$ cat config.mk
export PLATFORM = sky130hd
export DESIGN_NAME = observer_state_feedback_controller_flat
export DESIGN_NICKNAME = d
export VERILOG_FILES = /design/src/sv/osfc_pkg.sv /design/src/sv/osfc_if.sv /design/src/sv/observer_state_feedback_controller.sv /design/src/flat_wrapper.sv
export SDC_FILE = /design/constraint.sdc
export NUM_CORES = 2
export LEC_CHECK = 0
export BUFFER_PORTS_ARGS = -buffer_cell sky130_fd_sc_hd__buf_2
export CELL_PAD_IN_SITES_DETAIL_PLACEMENT = 1
export CELL_PAD_IN_SITES_GLOBAL_PLACEMENT = 2
export CORE_MARGIN = 3
export CORE_UTILIZATION = 46
export DETAILED_ROUTE_END_ITERATION = 16
export PLACE_DENSITY_LB_ADDON = 0.2
export SLEW_MARGIN = 20
export SYNTH_ARGS = -nofsm -noshare
export SYNTH_HDL_FRONTEND = slang
export SYNTH_SLANG_ARGS = --single-unit
$ cat constraint.sdc
create_clock -name clock -period 21.2 [get_ports clock]
set_clock_uncertainty 0.05 [all_clocks]
set_input_delay 3.18 -clock clock [delete_from_list [all_inputs] [get_ports clock]]
set_output_delay 3.18 -clock clock [all_outputs]
set_load 0.005 [all_outputs]
$ cat src/sv/osfc_pkg.sv
// Package for the observer/state-feedback controller.
// Holds the microcode types, the control ROM and the fixed-point constants.
// No dependencies.
`default_nettype none

package osfc_pkg;

   // Sequencer geometry
   localparam int PC_W     = 6;
   localparam int PROG_LEN = 39;

   localparam logic [PC_W-1:0] STEP_WAIT = 6'd0;
   localparam logic [PC_W-1:0] STEP_HOLD = 6'd37;

   // Datapath widths
   localparam int OPD_W  = 33;
   localparam int GAIN_W = 22;
   localparam int PROD_W = OPD_W + GAIN_W;
   localparam int ACC_W  = 64;
   localparam int RND_W  = ACC_W - 16;

   // Fixed-point constants, Q16.16
   localparam logic signed [32:0] PI_Q     = 33'sd205887;
   localparam logic signed [32:0] TWO_PI_Q = 33'sd411775;
   localparam logic signed [19:0] DRIVE_LIMIT = 20'sd327680;
   localparam logic signed [ACC_W-1:0] RND_HALF = 64'sd32768;
   localparam logic signed [RND_W-1:0] S32_MAX = 48'sd2147483647;
   localparam logic signed [RND_W-1:0] S32_MIN = -48'sd2147483648;
   localparam logic signed [RND_W-1:0] DRV_MAX = 48'sd327680;
   localparam logic signed [RND_W-1:0] DRV_MIN = -48'sd327680;

   // Multiplier operand select
   typedef enum logic [3:0] {
      OPA_PRED0, OPA_PRED1, OPA_PRED2, OPA_PRED3,
      OPA_ARM, OPA_PEND,
      OPA_EST0, OPA_EST1, OPA_EST2, OPA_EST3,
      OPA_REF, OPA_DRIVE
   } opa_type;

   // Accumulator operation
   typedef enum logic [1:0] {
      ACC_HOLD, ACC_LOAD, ACC_ADD, ACC_SUB
   } accop_type;

   // Write-back target of the rounded accumulator
   typedef enum logic [3:0] {
      DST_NONE,
      DST_EST0, DST_EST1, DST_EST2, DST_EST3,
      DST_DRIVE,
      DST_PRED0, DST_PRED1, DST_PRED2, DST_PRED3
   } dest_type;

   // Jump condition
   typedef enum logic [1:0] {
      COND_NEVER, COND_ALWAYS, COND_NO_INPUT, COND_OUT_BUSY
   } cond_type;

   // One control word
   typedef struct packed {
      opa_type                   opa;
      logic signed [GAIN_W-1:0]  gain;
      accop_type                 accop;
      dest_type                  dest;
      cond_type                  cond;
      logic [PC_W-1:0]           target;
      logic                      emit;
   } cw_type;

   // Multiply-accumulate step
   function automatic cw_type osfc_mac(opa_type a, logic signed [GAIN_W-1:0] g,
                                       accop_type o);
      cw_type cw;
      cw = '{opa: a, gain: g, accop: o, dest: DST_NONE, cond: COND_NEVER,
             target: STEP_WAIT, emit: 1'b0};
      return cw;
   endfunction

   // Write-back step
   function automatic cw_type osfc_wr(dest_type d);
      cw_type cw;
      cw = '{opa: OPA_ARM, gain: '0, accop: ACC_HOLD, dest: d, cond: COND_NEVER,
             target: STEP_WAIT, emit: 1'b0};
      return cw;
   endfunction

   // Flow-control step
   function automatic cw_type osfc_jmp(cond_type c, logic [PC_W-1:0] t, logic e);
      cw_type cw;
      cw = '{opa: OPA_ARM, gain: '0, accop: ACC_HOLD, dest: DST_NONE, cond: c,
             target: t, emit: e};
      return cw;
   endfunction

   // Microprogram ROM
   function automatic cw_type osfc_rom(logic [PC_W-1:0] step);
      cw_type cw;
      unique case (step)
         // wait for an input transfer
         6'd0:  cw = osfc_jmp(COND_NO_INPUT, STEP_WAIT, 1'b0);
         // estimate, arm angle
         6'd1:  cw = osfc_mac(OPA_PRED0, 22'sd65536, ACC_LOAD);
         6'd2:  cw = osfc_mac(OPA_ARM, 22'sd65162, ACC_ADD);
         6'd3:  cw = osfc_wr(DST_EST0);
         // estimate, pendulum angle
         6'd4:  cw = osfc_mac(OPA_PRED1, 22'sd65536, ACC_LOAD);
         6'd5:  cw = osfc_mac(OPA_PEND, 22'sd65162, ACC_ADD);
         6'd6:  cw = osfc_wr(DST_EST1);
         // estimate, arm rate
         6'd7:  cw = osfc_mac(OPA_PRED2, 22'sd65536, ACC_LOAD);
         6'd8:  cw = osfc_mac(OPA_ARM, 22'sd151, ACC_ADD);
         6'd9:  cw = osfc_mac(OPA_PEND, -22'sd465, ACC_ADD);
         6'd10: cw = osfc_wr(DST_EST2);
         // estimate, pendulum rate
         6'd11: cw = osfc_mac(OPA_PRED3, 22'sd65536, ACC_LOAD);
         6'd12: cw = osfc_mac(OPA_ARM, -22'sd505, ACC_ADD);
         6'd13: cw = osfc_mac(OPA_PEND, 22'sd19582, ACC_ADD);
         6'd14: cw = osfc_wr(DST_EST3);
         // drive
         6'd15: cw = osfc_mac(OPA_REF, -22'sd338742, ACC_LOAD);
         6'd16: cw = osfc_mac(OPA_EST0, -22'sd338742, ACC_SUB);
         6'd17: cw = osfc_mac(OPA_EST1, 22'sd1819718, ACC_SUB);
         6'd18: cw = osfc_mac(OPA_EST2, -22'sd178415, ACC_SUB);
         6'd19: cw = osfc_mac(OPA_EST3, 22'sd208319, ACC_SUB);
         6'd20: cw = osfc_wr(DST_DRIVE);
         // prediction 0 and 1
         6'd21: cw = osfc_mac(OPA_EST0, 22'sd374, ACC_LOAD);
         6'd22: cw = osfc_wr(DST_PRED0);
         6'd23: cw = osfc_mac(OPA_EST1, 22'sd374, ACC_LOAD);
         6'd24: cw = osfc_wr(DST_PRED1);
         // prediction 2
         6'd25: cw = osfc_mac(OPA_DRIVE, 22'sd6639, ACC_LOAD);
         6'd26: cw = osfc_mac(OPA_EST0, -22'sd151, ACC_ADD);
         6'd27: cw = osfc_mac(OPA_EST1, 22'sd6940, ACC_ADD);
         6'd28: cw = osfc_mac(OPA_EST2, 22'sd61887, ACC_ADD);
         6'd29: cw = osfc_mac(OPA_EST3, -22'sd72, ACC_ADD);
         6'd30: cw = osfc_wr(DST_PRED2);
         // prediction 3
         6'd31: cw = osfc_mac(OPA_DRIVE, 22'sd6390, ACC_LOAD);
         6'd32: cw = osfc_mac(OPA_EST0, 22'sd505, ACC_ADD);
         6'd33: cw = osfc_mac(OPA_EST1, -22'sd9778, ACC_ADD);
         6'd34: cw = osfc_mac(OPA_EST2, -22'sd3506, ACC_ADD);
         6'd35: cw = osfc_mac(OPA_EST3, 22'sd65405, ACC_ADD);
         6'd36: cw = osfc_wr(DST_PRED3);
         // hold until the output register is free, then load it
         6'd37: cw = osfc_jmp(COND_OUT_BUSY, STEP_HOLD, 1'b0);
         6'd38: cw = osfc_jmp(COND_ALWAYS, STEP_WAIT, 1'b1);
         default: cw = osfc_jmp(COND_ALWAYS, STEP_WAIT, 1'b0);
      endcase
      return cw;
   endfunction

endpackage

`default_nettype wire

$ cat src/sv/osfc_if.sv
// Channel interfaces of the observer/state-feedback controller:
// input samples, results and the reference-angle register write.
// No dependencies.
`default_nettype none

interface osfc_req_if;
   logic               valid;
   logic               ready;
   logic signed [31:0] arm_angle;
   logic signed [31:0] pendulum_angle;
   modport source (output valid, arm_angle, pendulum_angle, input ready);
   modport sink   (input valid, arm_angle, pendulum_angle, output ready);
endinterface

interface osfc_rsp_if;
   logic               valid;
   logic               ready;
   logic signed [19:0] drive_value;
   logic signed [31:0] est_arm_angle;
   logic signed [31:0] est_pendulum_angle;
   logic signed [31:0] est_arm_rate;
   logic signed [31:0] est_pendulum_rate;
   modport source (output valid, drive_value, est_arm_angle, est_pendulum_angle,
                   est_arm_rate, est_pendulum_rate, input ready);
   modport sink   (input valid, drive_value, est_arm_angle, est_pendulum_angle,
                   est_arm_rate, est_pendulum_rate, output ready);
endinterface

interface osfc_csr_if;
   logic               valid;
   logic               ready;
   logic signed [19:0] reference_angle;
   modport source (output valid, reference_angle, input ready);
   modport sink   (input valid, reference_angle, output ready);
endinterface

`default_nettype wire

$ cat src/sv/observer_state_feedback_controller.sv
// Observer/state-feedback controller top level: microcoded sequencer driving
// one shared multiplier and a 64-bit accumulator.
// Depends on osfc_pkg and the interfaces in osfc_if.sv.
//
//   channel | direction | payload                                | transfer
//   req     | in        | arm_angle, pendulum_angle              | valid & ready
//   rsp     | out       | drive_value, est_* (four estimates)    | valid & ready
//   csr     | in        | reference_angle                        | valid & ready
//
// One sample runs the 39-step control program through the single multiplier;
// a new input is taken only once the program is back at its wait step.
// Reset (synchronous) clears prediction, reference and the sequencer.
// A result waiting in the output register does not block the next input;
// the program stalls at its hold step only if that result is still untaken.
// csr is always ready; write it only while the block is idle.
`default_nettype none

module observer_state_feedback_controller (
   input  wire logic  clock,
   input  wire logic  reset,
   osfc_req_if.sink   req,
   osfc_rsp_if.source rsp,
   osfc_csr_if.sink   csr
);
   import osfc_pkg::*;

   // Sequencer
   logic [PC_W-1:0] pc_ff, pc_in;
   cw_type          cw;
   logic            jump;

   // Operand and state registers
   logic signed [OPD_W-1:0] arm_ff, arm_in;
   logic signed [31:0]      pend_ff;
   logic signed [31:0]      est_ff [4];
   logic signed [31:0]      pred_ff [4];
   logic signed [19:0]      drive_ff;
   logic signed [19:0]      ref_ff;

   // MAC pipeline
   logic signed [OPD_W-1:0]  opd;
   logic signed [PROD_W-1:0] prod_ff;
   accop_type                accop1_ff;
   dest_type                 dest1_ff;
   logic signed [ACC_W-1:0]  acc_ff;
   logic signed [ACC_W-1:0]  rnd;
   logic signed [RND_W-1:0]  quo;
   logic signed [31:0]       sat32;
   logic signed [19:0]       satdrv;

   // Output register
   logic               rsp_valid_ff;
   logic signed [19:0] out_drive_ff;
   logic signed [31:0] out_est_ff [4];

   // Control word fetch and next step
   always_comb begin
      cw   = osfc_rom(pc_ff);
      jump = 1'b0;
      unique case (cw.cond)
         COND_NEVER:    jump = 1'b0;
         COND_ALWAYS:   jump = 1'b1;
         COND_NO_INPUT: jump = !req.valid;
         COND_OUT_BUSY: jump = rsp_valid_ff && !rsp.ready;
         default:       jump = 1'b0;
      endcase
      pc_in = jump ? cw.target : pc_ff + 1'b1;
   end

   always_ff @(posedge clock) begin
      if (reset) begin
         pc_ff <= STEP_WAIT;
      end else begin
         pc_ff <= pc_in;
      end
   end

   assign req.ready = (cw.cond == COND_NO_INPUT);
   assign csr.ready = 1'b1;

   // Encoder wrap correction on the arm angle
   always_comb begin
      arm_in = OPD_W'(req.arm_angle);
      if (arm_in < -PI_Q) begin
         arm_in = arm_in + TWO_PI_Q;
      end
   end

   always_ff @(posedge clock) begin
      if (req.valid && req.ready) begin
         arm_ff  <= arm_in;
         pend_ff <= req.pendulum_angle;
      end
   end

   // Reference register
   always_ff @(posedge clock) begin
      if (reset) begin
         ref_ff <= '0;
      end else if (csr.valid && csr.ready) begin
         ref_ff <= csr.reference_angle;
      end
   end

   // Operand select
   always_comb begin
      unique case (cw.opa)
         OPA_PRED0: opd = OPD_W'(pred_ff[0]);
         OPA_PRED1: opd = OPD_W'(pred_ff[1]);
         OPA_PRED2: opd = OPD_W'(pred_ff[2]);
         OPA_PRED3: opd = OPD_W'(pred_ff[3]);
         OPA_ARM:   opd = arm_ff;
         OPA_PEND:  opd = OPD_W'(pend_ff);
         OPA_EST0:  opd = OPD_W'(est_ff[0]);
         OPA_EST1:  opd = OPD_W'(est_ff[1]);
         OPA_EST2:  opd = OPD_W'(est_ff[2]);
         OPA_EST3:  opd = OPD_W'(est_ff[3]);
         OPA_REF:   opd = OPD_W'(ref_ff);
         OPA_DRIVE: opd = OPD_W'(drive_ff);
         default:   opd = '0;
      endcase
   end

   // Stage 1: product register, control carried alongside
   always_ff @(posedge clock) begin
      prod_ff <= opd * cw.gain;
      if (reset) begin
         accop1_ff <= ACC_HOLD;
         dest1_ff  <= DST_NONE;
      end else begin
         accop1_ff <= cw.accop;
         dest1_ff  <= cw.dest;
      end
   end

   // Stage 2: accumulate
   always_ff @(posedge clock) begin
      case (accop1_ff)
         ACC_LOAD: acc_ff <= ACC_W'(prod_ff);
         ACC_ADD:  acc_ff <= acc_ff + ACC_W'(prod_ff);
         ACC_SUB:  acc_ff <= acc_ff - ACC_W'(prod_ff);
         default:  acc_ff <= acc_ff;
      endcase
   end

   // Round half up to Q16.16, then saturate
   always_comb begin
      rnd = acc_ff + RND_HALF;
      quo = rnd[ACC_W-1:16];
      if (quo > S32_MAX) begin
         sat32 = S32_MAX[31:0];
      end else if (quo < S32_MIN) begin
         sat32 = S32_MIN[31:0];
      end else begin
         sat32 = quo[31:0];
      end
      if (quo > DRV_MAX) begin
         satdrv = DRIVE_LIMIT;
      end else if (quo < DRV_MIN) begin
         satdrv = -DRIVE_LIMIT;
      end else begin
         satdrv = quo[19:0];
      end
   end

   // Write-back
   always_ff @(posedge clock) begin
      if (reset) begin
         pred_ff[0] <= '0;
         pred_ff[1] <= '0;
         pred_ff[2] <= '0;
         pred_ff[3] <= '0;
         drive_ff   <= '0;
      end else begin
         case (dest1_ff)
            DST_EST0:  est_ff[0]  <= sat32;
            DST_EST1:  est_ff[1]  <= sat32;
            DST_EST2:  est_ff[2]  <= sat32;
            DST_EST3:  est_ff[3]  <= sat32;
            DST_DRIVE: drive_ff   <= satdrv;
            DST_PRED0: pred_ff[0] <= sat32;
            DST_PRED1: pred_ff[1] <= sat32;
            DST_PRED2: pred_ff[2] <= sat32;
            DST_PRED3: pred_ff[3] <= sat32;
            default: ;
         endcase
      end
   end

   // Output register
   always_ff @(posedge clock) begin
      if (reset) begin
         rsp_valid_ff <= 1'b0;
      end else if (cw.emit) begin
         rsp_valid_ff <= 1'b1;
      end else if (rsp.ready) begin
         rsp_valid_ff <= 1'b0;
      end
      if (cw.emit) begin
         out_drive_ff  <= -drive_ff;
         out_est_ff[0] <= est_ff[0];
         out_est_ff[1] <= est_ff[1];
         out_est_ff[2] <= est_ff[2];
         out_est_ff[3] <= est_ff[3];
      end
   end

   assign rsp.valid              = rsp_valid_ff;
   assign rsp.drive_value        = out_drive_ff;
   assign rsp.est_arm_angle      = out_est_ff[0];
   assign rsp.est_pendulum_angle = out_est_ff[1];
   assign rsp.est_arm_rate       = out_est_ff[2];
   assign rsp.est_pendulum_rate  = out_est_ff[3];

   // Checks
   a_pc_range: assert property (@(posedge clock) disable iff (reset)
      pc_ff < PC_W'(PROG_LEN))
      else $error("sequencer step out of program");

   a_emit_free: assert property (@(posedge clock) disable iff (reset)
      cw.emit |-> !rsp_valid_ff)
      else $error("result loaded over an untaken one");

   a_emit_valid: assert property (@(posedge clock) disable iff (reset)
      cw.emit |=> rsp_valid_ff)
      else $error("loaded result not presented");

   a_drive_range: assert property (@(posedge clock) disable iff (reset)
      drive_ff <= DRIVE_LIMIT && drive_ff >= -DRIVE_LIMIT)
      else $error("drive outside saturation limits");

   a_in_idle: assert property (@(posedge clock) disable iff (reset)
      (req.valid && req.ready) |-> (accop1_ff == ACC_HOLD && dest1_ff == DST_NONE))
      else $error("input taken while datapath busy");

endmodule

`default_nettype wire

$ cat src/flat_wrapper.sv
// flat-port wrapper written by rule: the top's interface ports become plain ports
module observer_state_feedback_controller_flat import osfc_pkg::*;
  (clock, reset, req_valid, req_arm_angle, req_pendulum_angle, req_ready, rsp_valid, rsp_drive_value, rsp_est_arm_angle, rsp_est_pendulum_angle, rsp_est_arm_rate, rsp_est_pendulum_rate, rsp_ready, csr_valid, csr_reference_angle, csr_ready);
  osfc_req_if req_i ();
  osfc_rsp_if rsp_i ();
  osfc_csr_if csr_i ();
  input  wire logic clock;
  input  wire logic reset;
  input wire logic [$bits(req_i.valid)-1:0] req_valid;
  input wire logic [$bits(req_i.arm_angle)-1:0] req_arm_angle;
  input wire logic [$bits(req_i.pendulum_angle)-1:0] req_pendulum_angle;
  output wire logic [$bits(req_i.ready)-1:0] req_ready;
  output wire logic [$bits(rsp_i.valid)-1:0] rsp_valid;
  output wire logic [$bits(rsp_i.drive_value)-1:0] rsp_drive_value;
  output wire logic [$bits(rsp_i.est_arm_angle)-1:0] rsp_est_arm_angle;
  output wire logic [$bits(rsp_i.est_pendulum_angle)-1:0] rsp_est_pendulum_angle;
  output wire logic [$bits(rsp_i.est_arm_rate)-1:0] rsp_est_arm_rate;
  output wire logic [$bits(rsp_i.est_pendulum_rate)-1:0] rsp_est_pendulum_rate;
  input wire logic [$bits(rsp_i.ready)-1:0] rsp_ready;
  input wire logic [$bits(csr_i.valid)-1:0] csr_valid;
  input wire logic [$bits(csr_i.reference_angle)-1:0] csr_reference_angle;
  output wire logic [$bits(csr_i.ready)-1:0] csr_ready;
  assign req_i.valid = req_valid;
  assign req_i.arm_angle = req_arm_angle;
  assign req_i.pendulum_angle = req_pendulum_angle;
  assign req_ready = req_i.ready;
  assign rsp_valid = rsp_i.valid;
  assign rsp_drive_value = rsp_i.drive_value;
  assign rsp_est_arm_angle = rsp_i.est_arm_angle;
  assign rsp_est_pendulum_angle = rsp_i.est_pendulum_angle;
  assign rsp_est_arm_rate = rsp_i.est_arm_rate;
  assign rsp_est_pendulum_rate = rsp_i.est_pendulum_rate;
  assign rsp_i.ready = rsp_ready;
  assign csr_i.valid = csr_valid;
  assign csr_i.reference_angle = csr_reference_angle;
  assign csr_ready = csr_i.ready;
  observer_state_feedback_controller u_core (.clock(clock), .reset(reset), .req(req_i), .rsp(rsp_i), .csr(csr_i));
endmodule
After elaboration in Yosys (flattened, before gate mapping)
Memory sizes are Yosys's and may differ from the RTL's. A register that Yosys moved wholly into a read port is not among the register bits.
Index checks and enable logic that the tools add are counted.
W data, S select, Z words.
- bits of input ports: 89
- output and inout bits: 151
- bits in writable memories: 384
- word-level logic and storage cells: 121
- bits in registers: 257
- ROM bits: 2432
- memories kept: 4
- multipliers: 1
- reductions and logical operators: 11
- bitwise gates (word level): 4
- order comparisons: 5
- $add $sub $neg: 6
- eq/ne operators: 26
- multiplexer cells: 53
- memories (name ; depth ; bits a word ; rd ports ; clocked after Yosys merged registers in ; wr ports ; RTL line ; source):
    (no name shown) ; 64 ; 38 ; 1 ; 1 ; 0 ; osfc_pkg.sv:97 ; unique case (step)
    u_core.est_ff ; 4 ; 32 ; 4 ; 0 ; 1 ; observer_state_feedback_controller.sv:35 ; logic signed [31:0] est_ff [4];
    u_core.out_est_ff ; 4 ; 32 ; 4 ; 0 ; 4 ; observer_state_feedback_controller.sv:54 ; logic signed [31:0] out_est_ff [4];
    u_core.pred_ff ; 4 ; 32 ; 4 ; 0 ; 4 ; observer_state_feedback_controller.sv:36 ; logic signed [31:0] pred_ff [4];
- operators by type and width (operator ; number):
    $pmux W33 S12 ; 1
    $mux W32 ; 9
    $pmux W64 S3 ; 1
    $reduce_or A32 Y1 ; 3
    $add A64 B17 Y64 const B ; 1
    $add A64 B55 Y64 ; 1
    $sub A64 B55 Y64 ; 1
    $mul A33 B22 Y55 ; 1
    $gt A48 B20 Y1 const B ; 1
    $gt A48 B32 Y1 const B ; 1
    $lt A48 B20 Y1 const B ; 1
    $lt A48 B32 Y1 const B ; 1
    $mux W20 ; 2
    $add A32 B20 Y33 const B ; 1
    $mux W1 ; 33
    $mux W33 ; 1
    $eq A4 B3 Y1 const B ; 8
    $lt A32 B19 Y1 const B ; 1
    $eq A4 B4 Y1 const B ; 6
    $neg A20 Y20 ; 1
    $eq A4 B2 Y1 const B ; 4
    $mux W6 ; 2
    $eq A2 B2 Y1 const B ; 4
    $eq A4 B1 Y1 const B ; 2
    other kinds (11) ; 19

Logic depth before layout (Yosys ltp)
- word-level depth: 8
- gate-level depth with buffers: 34
- gate-level depth less buffers: 30

Worst setup path before layout
Ideal clock, no wire load.
- kind: register to register
- from: register u_core.cw[37] (netlist name)
- to: register u_core.prod_ff[53]
- cell stages (with the launch flop): 30
- clock period less this slack: 8834 ps
- setup slack: 12366 ps
- library setup time: 72 ps
- buffers on the path: 4
- arrival time: 8712 ps
- path through: dfxtp_1 -> clkbuf_1 -> nor4b_1 -> clkbuf_1 -> a221oi_1 -> and3_1 -> nand2_1 -> clkbuf_1 -> clkbuf_1 -> nand2_1 -> fa_1 -> inv_1 -> fa_1 -> inv_1 -> fa_1 -> inv_1 -> fa_1 -> fa_1 -> fa_1 -> inv_1 -> fa_1 -> inv_1 -> ha_1 -> a211oi_1 -> nand2_1 -> o21ai_0 -> a31o_2 -> o21ai_0 -> a221oi_1 -> xnor2_1
- longest elaborated chain between the ends: 3
- elaborated cells on any way between the ends: 14
- RTL lines (what ; RTL line ; source):
    $eq A4 B4 Y1, or another cell as far along ; observer_state_feedback_controller.sv:107 ; unique case (cw.opa)
    $pmux W33 S12 * ; observer_state_feedback_controller.sv:107 ;
    $mul A33 B22 Y55 * ; observer_state_feedback_controller.sv:126 ; prod_ff <= opd * cw.gain;
    end signal, assigned ; observer_state_feedback_controller.sv:126 ;
    end, declared ; observer_state_feedback_controller.sv:42 ; logic signed [PROD_W-1:0] prod_ff;
Mark *: on every way between the ends. The rest lies on a longest branch, timed or not.
A chain may end at the register's enable or synchronous reset.

Worst setup path in the final report
- from: register u_core.cw[37] (netlist name)
- to: register u_core.prod_ff[54]
- longest elaborated chain between the ends: 3
- elaborated cells on any way between the ends: 14
- RTL lines (what ; RTL line):
    $eq A4 B4 Y1, or another cell as far along ; observer_state_feedback_controller.sv:107
    $pmux W33 S12 * ; observer_state_feedback_controller.sv:107
    $mul A33 B22 Y55 * ; observer_state_feedback_controller.sv:126
Marks and branches as above.

==> impl_metrics.yaml <==
setup_path:
  worstPathRequired_ps: 21730
  critPathMaxFanout: 23
  critPathKind: "reg -> reg"
  rr_worst_depth: 26
  r2r_setup_slack_ps: 10470
  reg2reg_from: "u_core.cw[37]"
  arrival_ps: 11260
  cp-start-kind: "flip-flop"
  crit_path_end_kind: "flip-flop"
  rr_endpoint: "u_core.prod_ff[54]"
yosys:
  synth_top_area_share_pct: 27.9
  synth.area.mux_share_pct: 1.47
  ys_top_cells_by_area: "edfxtp_1, fa_1, inv_1"
  ys_ff_latch: 676
  synth_compound_gate_area_share_pct: 10.3
  synthArstFlopShare_pct: 0
  syn_avg_cell_area_sq_um: 10.3
  ys.flop_type: "edfxtp_1"
  synthDistinctLibCells: 93
  synth-edff-count: 533
  yosys.area.top_type: "edfxtp_1"
  ys_seq_area_share_pct: 32.9
  syn_area_sq_um: 57400
  synth-simple-area-share_pct: 13.7
  synth_xor_xnor_area_share_pct: 3.83
  synthCells: 5595
  synth_commonest_cells: "inv_1, fa_1, nand2_1, edfxtp_1, nor2_1"
  synthAdderAreaFrac_pct: 30.2
  yosysMostFrequentCell: "inv_1"
  syn_nets: 6639
  yosysWarnings: 0
  synth_top_family_by_area: "adder cells"
sta:
  max_freq_mhz: 93.2
  hold_violations: 0
  rsz0062_at_grt: "no"
  report.final.setup_viol: 0
  fin_setup_tns_ps: 0
  drv_slew: 0
  tightest_slew_ps: 1130
  post-route-period-util_pct: 50.6
  relSlewSlack_pct: 24.3
  min_period_ps: 10730
detailed_routing:
  wirelength_um: 205000
  via_count: 43800
  ant_nets: 0
  via_per_inst: 5.91
  first_pass_iters: 5
  drtIter0Drc: 3834
  drt_drc_violations_left: 0
  avgRoutedWirePerCell_um: 27.7
floorplan:
  rows: 128
  die_y_um: 359
  coreArea_sq_um: 123000
  dieArea_sq_um: 129000
  start_util_pct: 46.7
  dieWidth_um: 359
  ios: 240
final_layout:
  n_fill_cell: 13400
  syn2layout_area_growth_pct: 9.42
  layout-drive-gt1-share_pct: 9.68
  nets: 6764
placement:
  port_buffers: 238
  gp_congestion: 0.957
  dp_hpwl_um: 151000
hold_path:
  hp-start: "u_core.est_ff[3][12]"
  hp-class: "reg -> reg"
  min_path_cells: 0
  min_delay_worst_endpoint: "u_core.out_est_ff[3][12]"
clock_network:
  cts_tree: "yes"
  ctsResizeCount: 0
  cts_sinks: 676
  clockRootBuffer: "clkbuf_16"
  hold_buffers: 0
  postCtsSetupBuffers: 0
  clockBufferDepth: 3
  clk_pin_slew_ps: 70
  htree_num_levels: 3
  clock_latency_ps: 660
  numCtsBuffers: 72
grt:
  antenna_found_initial: 11
  grt_usage_pct: 31.5
  grt_pass1_vias: 47400
  grt.overflow.total: 0
  grt_pass1_wl_um: 305000
  grt_max_degree: 72
status:
  status: "completed"
run:
  cap_viol_max_count: 0
[worst max-delay path: stages (launching register included)]
cell,delay [ps]
dfxtp_1,680
nor4bb_4,820
buf_4,500
a22o_1,220
a221oi_1,80
nand3_1,130
buf_4,360
and2_1,280
fa_1,470
fa_1,560
fa_1,550
fa_1,540
fa_1,520
fa_1,560
inv_1,60
fa_1,570
inv_1,60
ha_1,370
and4_1,280
nand3_1,120
or3_1,420
o221ai_1,830
a221oi_1,350
a2111oi_0,710
o31ai_1,160
a21oi_1,180
xnor2_1,130
[metrics by stage]
step	instance area (sq um)	worst slack (ps)	utilization, %	hold slack (ps)	cells
after floorplan	57400	12370	-	364	5595
after global placement	60400	10670	49.2	371	7271
after detailed placement	60400	10490	49.2	385	7271
after CTS	62800	10440	51.1	396	7402
after global routing	62800	9840	51.1	408	7402
final	62800	10470	51.1	398	7405
[registers in the layout (all words and copies together) (netlist names), 6 cells and up]
signal and count:
u_core.drive_ff 20, u_core.cw 35, u_core.out_est_ff 128, u_core.acc_ff 64, u_core.prod_ff 55, u_core.rsp.drive_value 20
u_core.arm_ff 33, u_core.ref_ff 20, u_core.pred_ff 128, u_core.pend_ff 32, u_core.pc_ff 6, u_core.est_ff 128
[layout by cell type, fill, tap and decap left out, drive strengths merged, types with 83 or more instances in the layout]
cell,count
clkbuf,99
dfxtp,143
fa,720
o21ai,145
and2,246
inv,876
nand2,645
nand3,94
xor2,95
edfxtp,533
nor2,321
a221oi,98
a22o,83
buf,331
xnor2,156
ha,235
a21oi,177
[routing by layer]
layer / track usage [%] / up-vias / wire [um]
met5: 0 / - / 23
li1: - / 18700 / -
met2: 52.2 / 1644 / 97400
met3: 5.15 / 439 / 14200
met4: 12.8 / 4 / 9350
met1: 41.4 / 23000 / 84000
[worst max path at each step]
| stage | start | to | slack, ps | cells after the start |
|---|---|---|---|---|
| after detailed placement | u_core.cw[38] | u_core.prod_ff[53] | 10490 | 27 |
| after CTS | u_core.cw[40] | u_core.prod_ff[54] | 10440 | 28 |
| after global placement | u_core.cw[40] | u_core.prod_ff[54] | 10670 | 28 |
| after floorplan | u_core.cw[37] | u_core.prod_ff[53] | 12370 | 29 |
| after global routing | u_core.cw[38] | u_core.prod_ff[53] | 9840 | 27 |
| final | u_core.cw[37] | u_core.prod_ff[54] | 10470 | 26 |
[cell type report]
| cell class | instances | area [sq um] | share of cell area (%) |
|---|---|---|---|
| Multi-Input combinational cell | 3763 | 34300 | 54.6 |
| Sequential cell | 676 | 18900 | 30.0 |
| Inverter | 876 | 3290 | 5.23 |
| Tap cell | 1625 | 2030 | 3.24 |
| Clock buffer | 99 | 2010 | 3.19 |
| Timing Repair Buffer | 331 | 1890 | 3.01 |
| Clock inverter | 32 | 404 | 0.643 |
| Antenna cell | 3 | 7.51 | 0.0119 |
[cell families after synthesis]
logic type | after synthesis
compound gates | 834
xor+xnor | 251
fa+ha+maj | 955
buf+inv | 1156
flops | 676
mux | 79
other cells | 1
simple gates | 1643
Power is left out: the tool's default activity adds up to more than one toggle a clock period on the data nets, which glitch-free logic cannot reach.
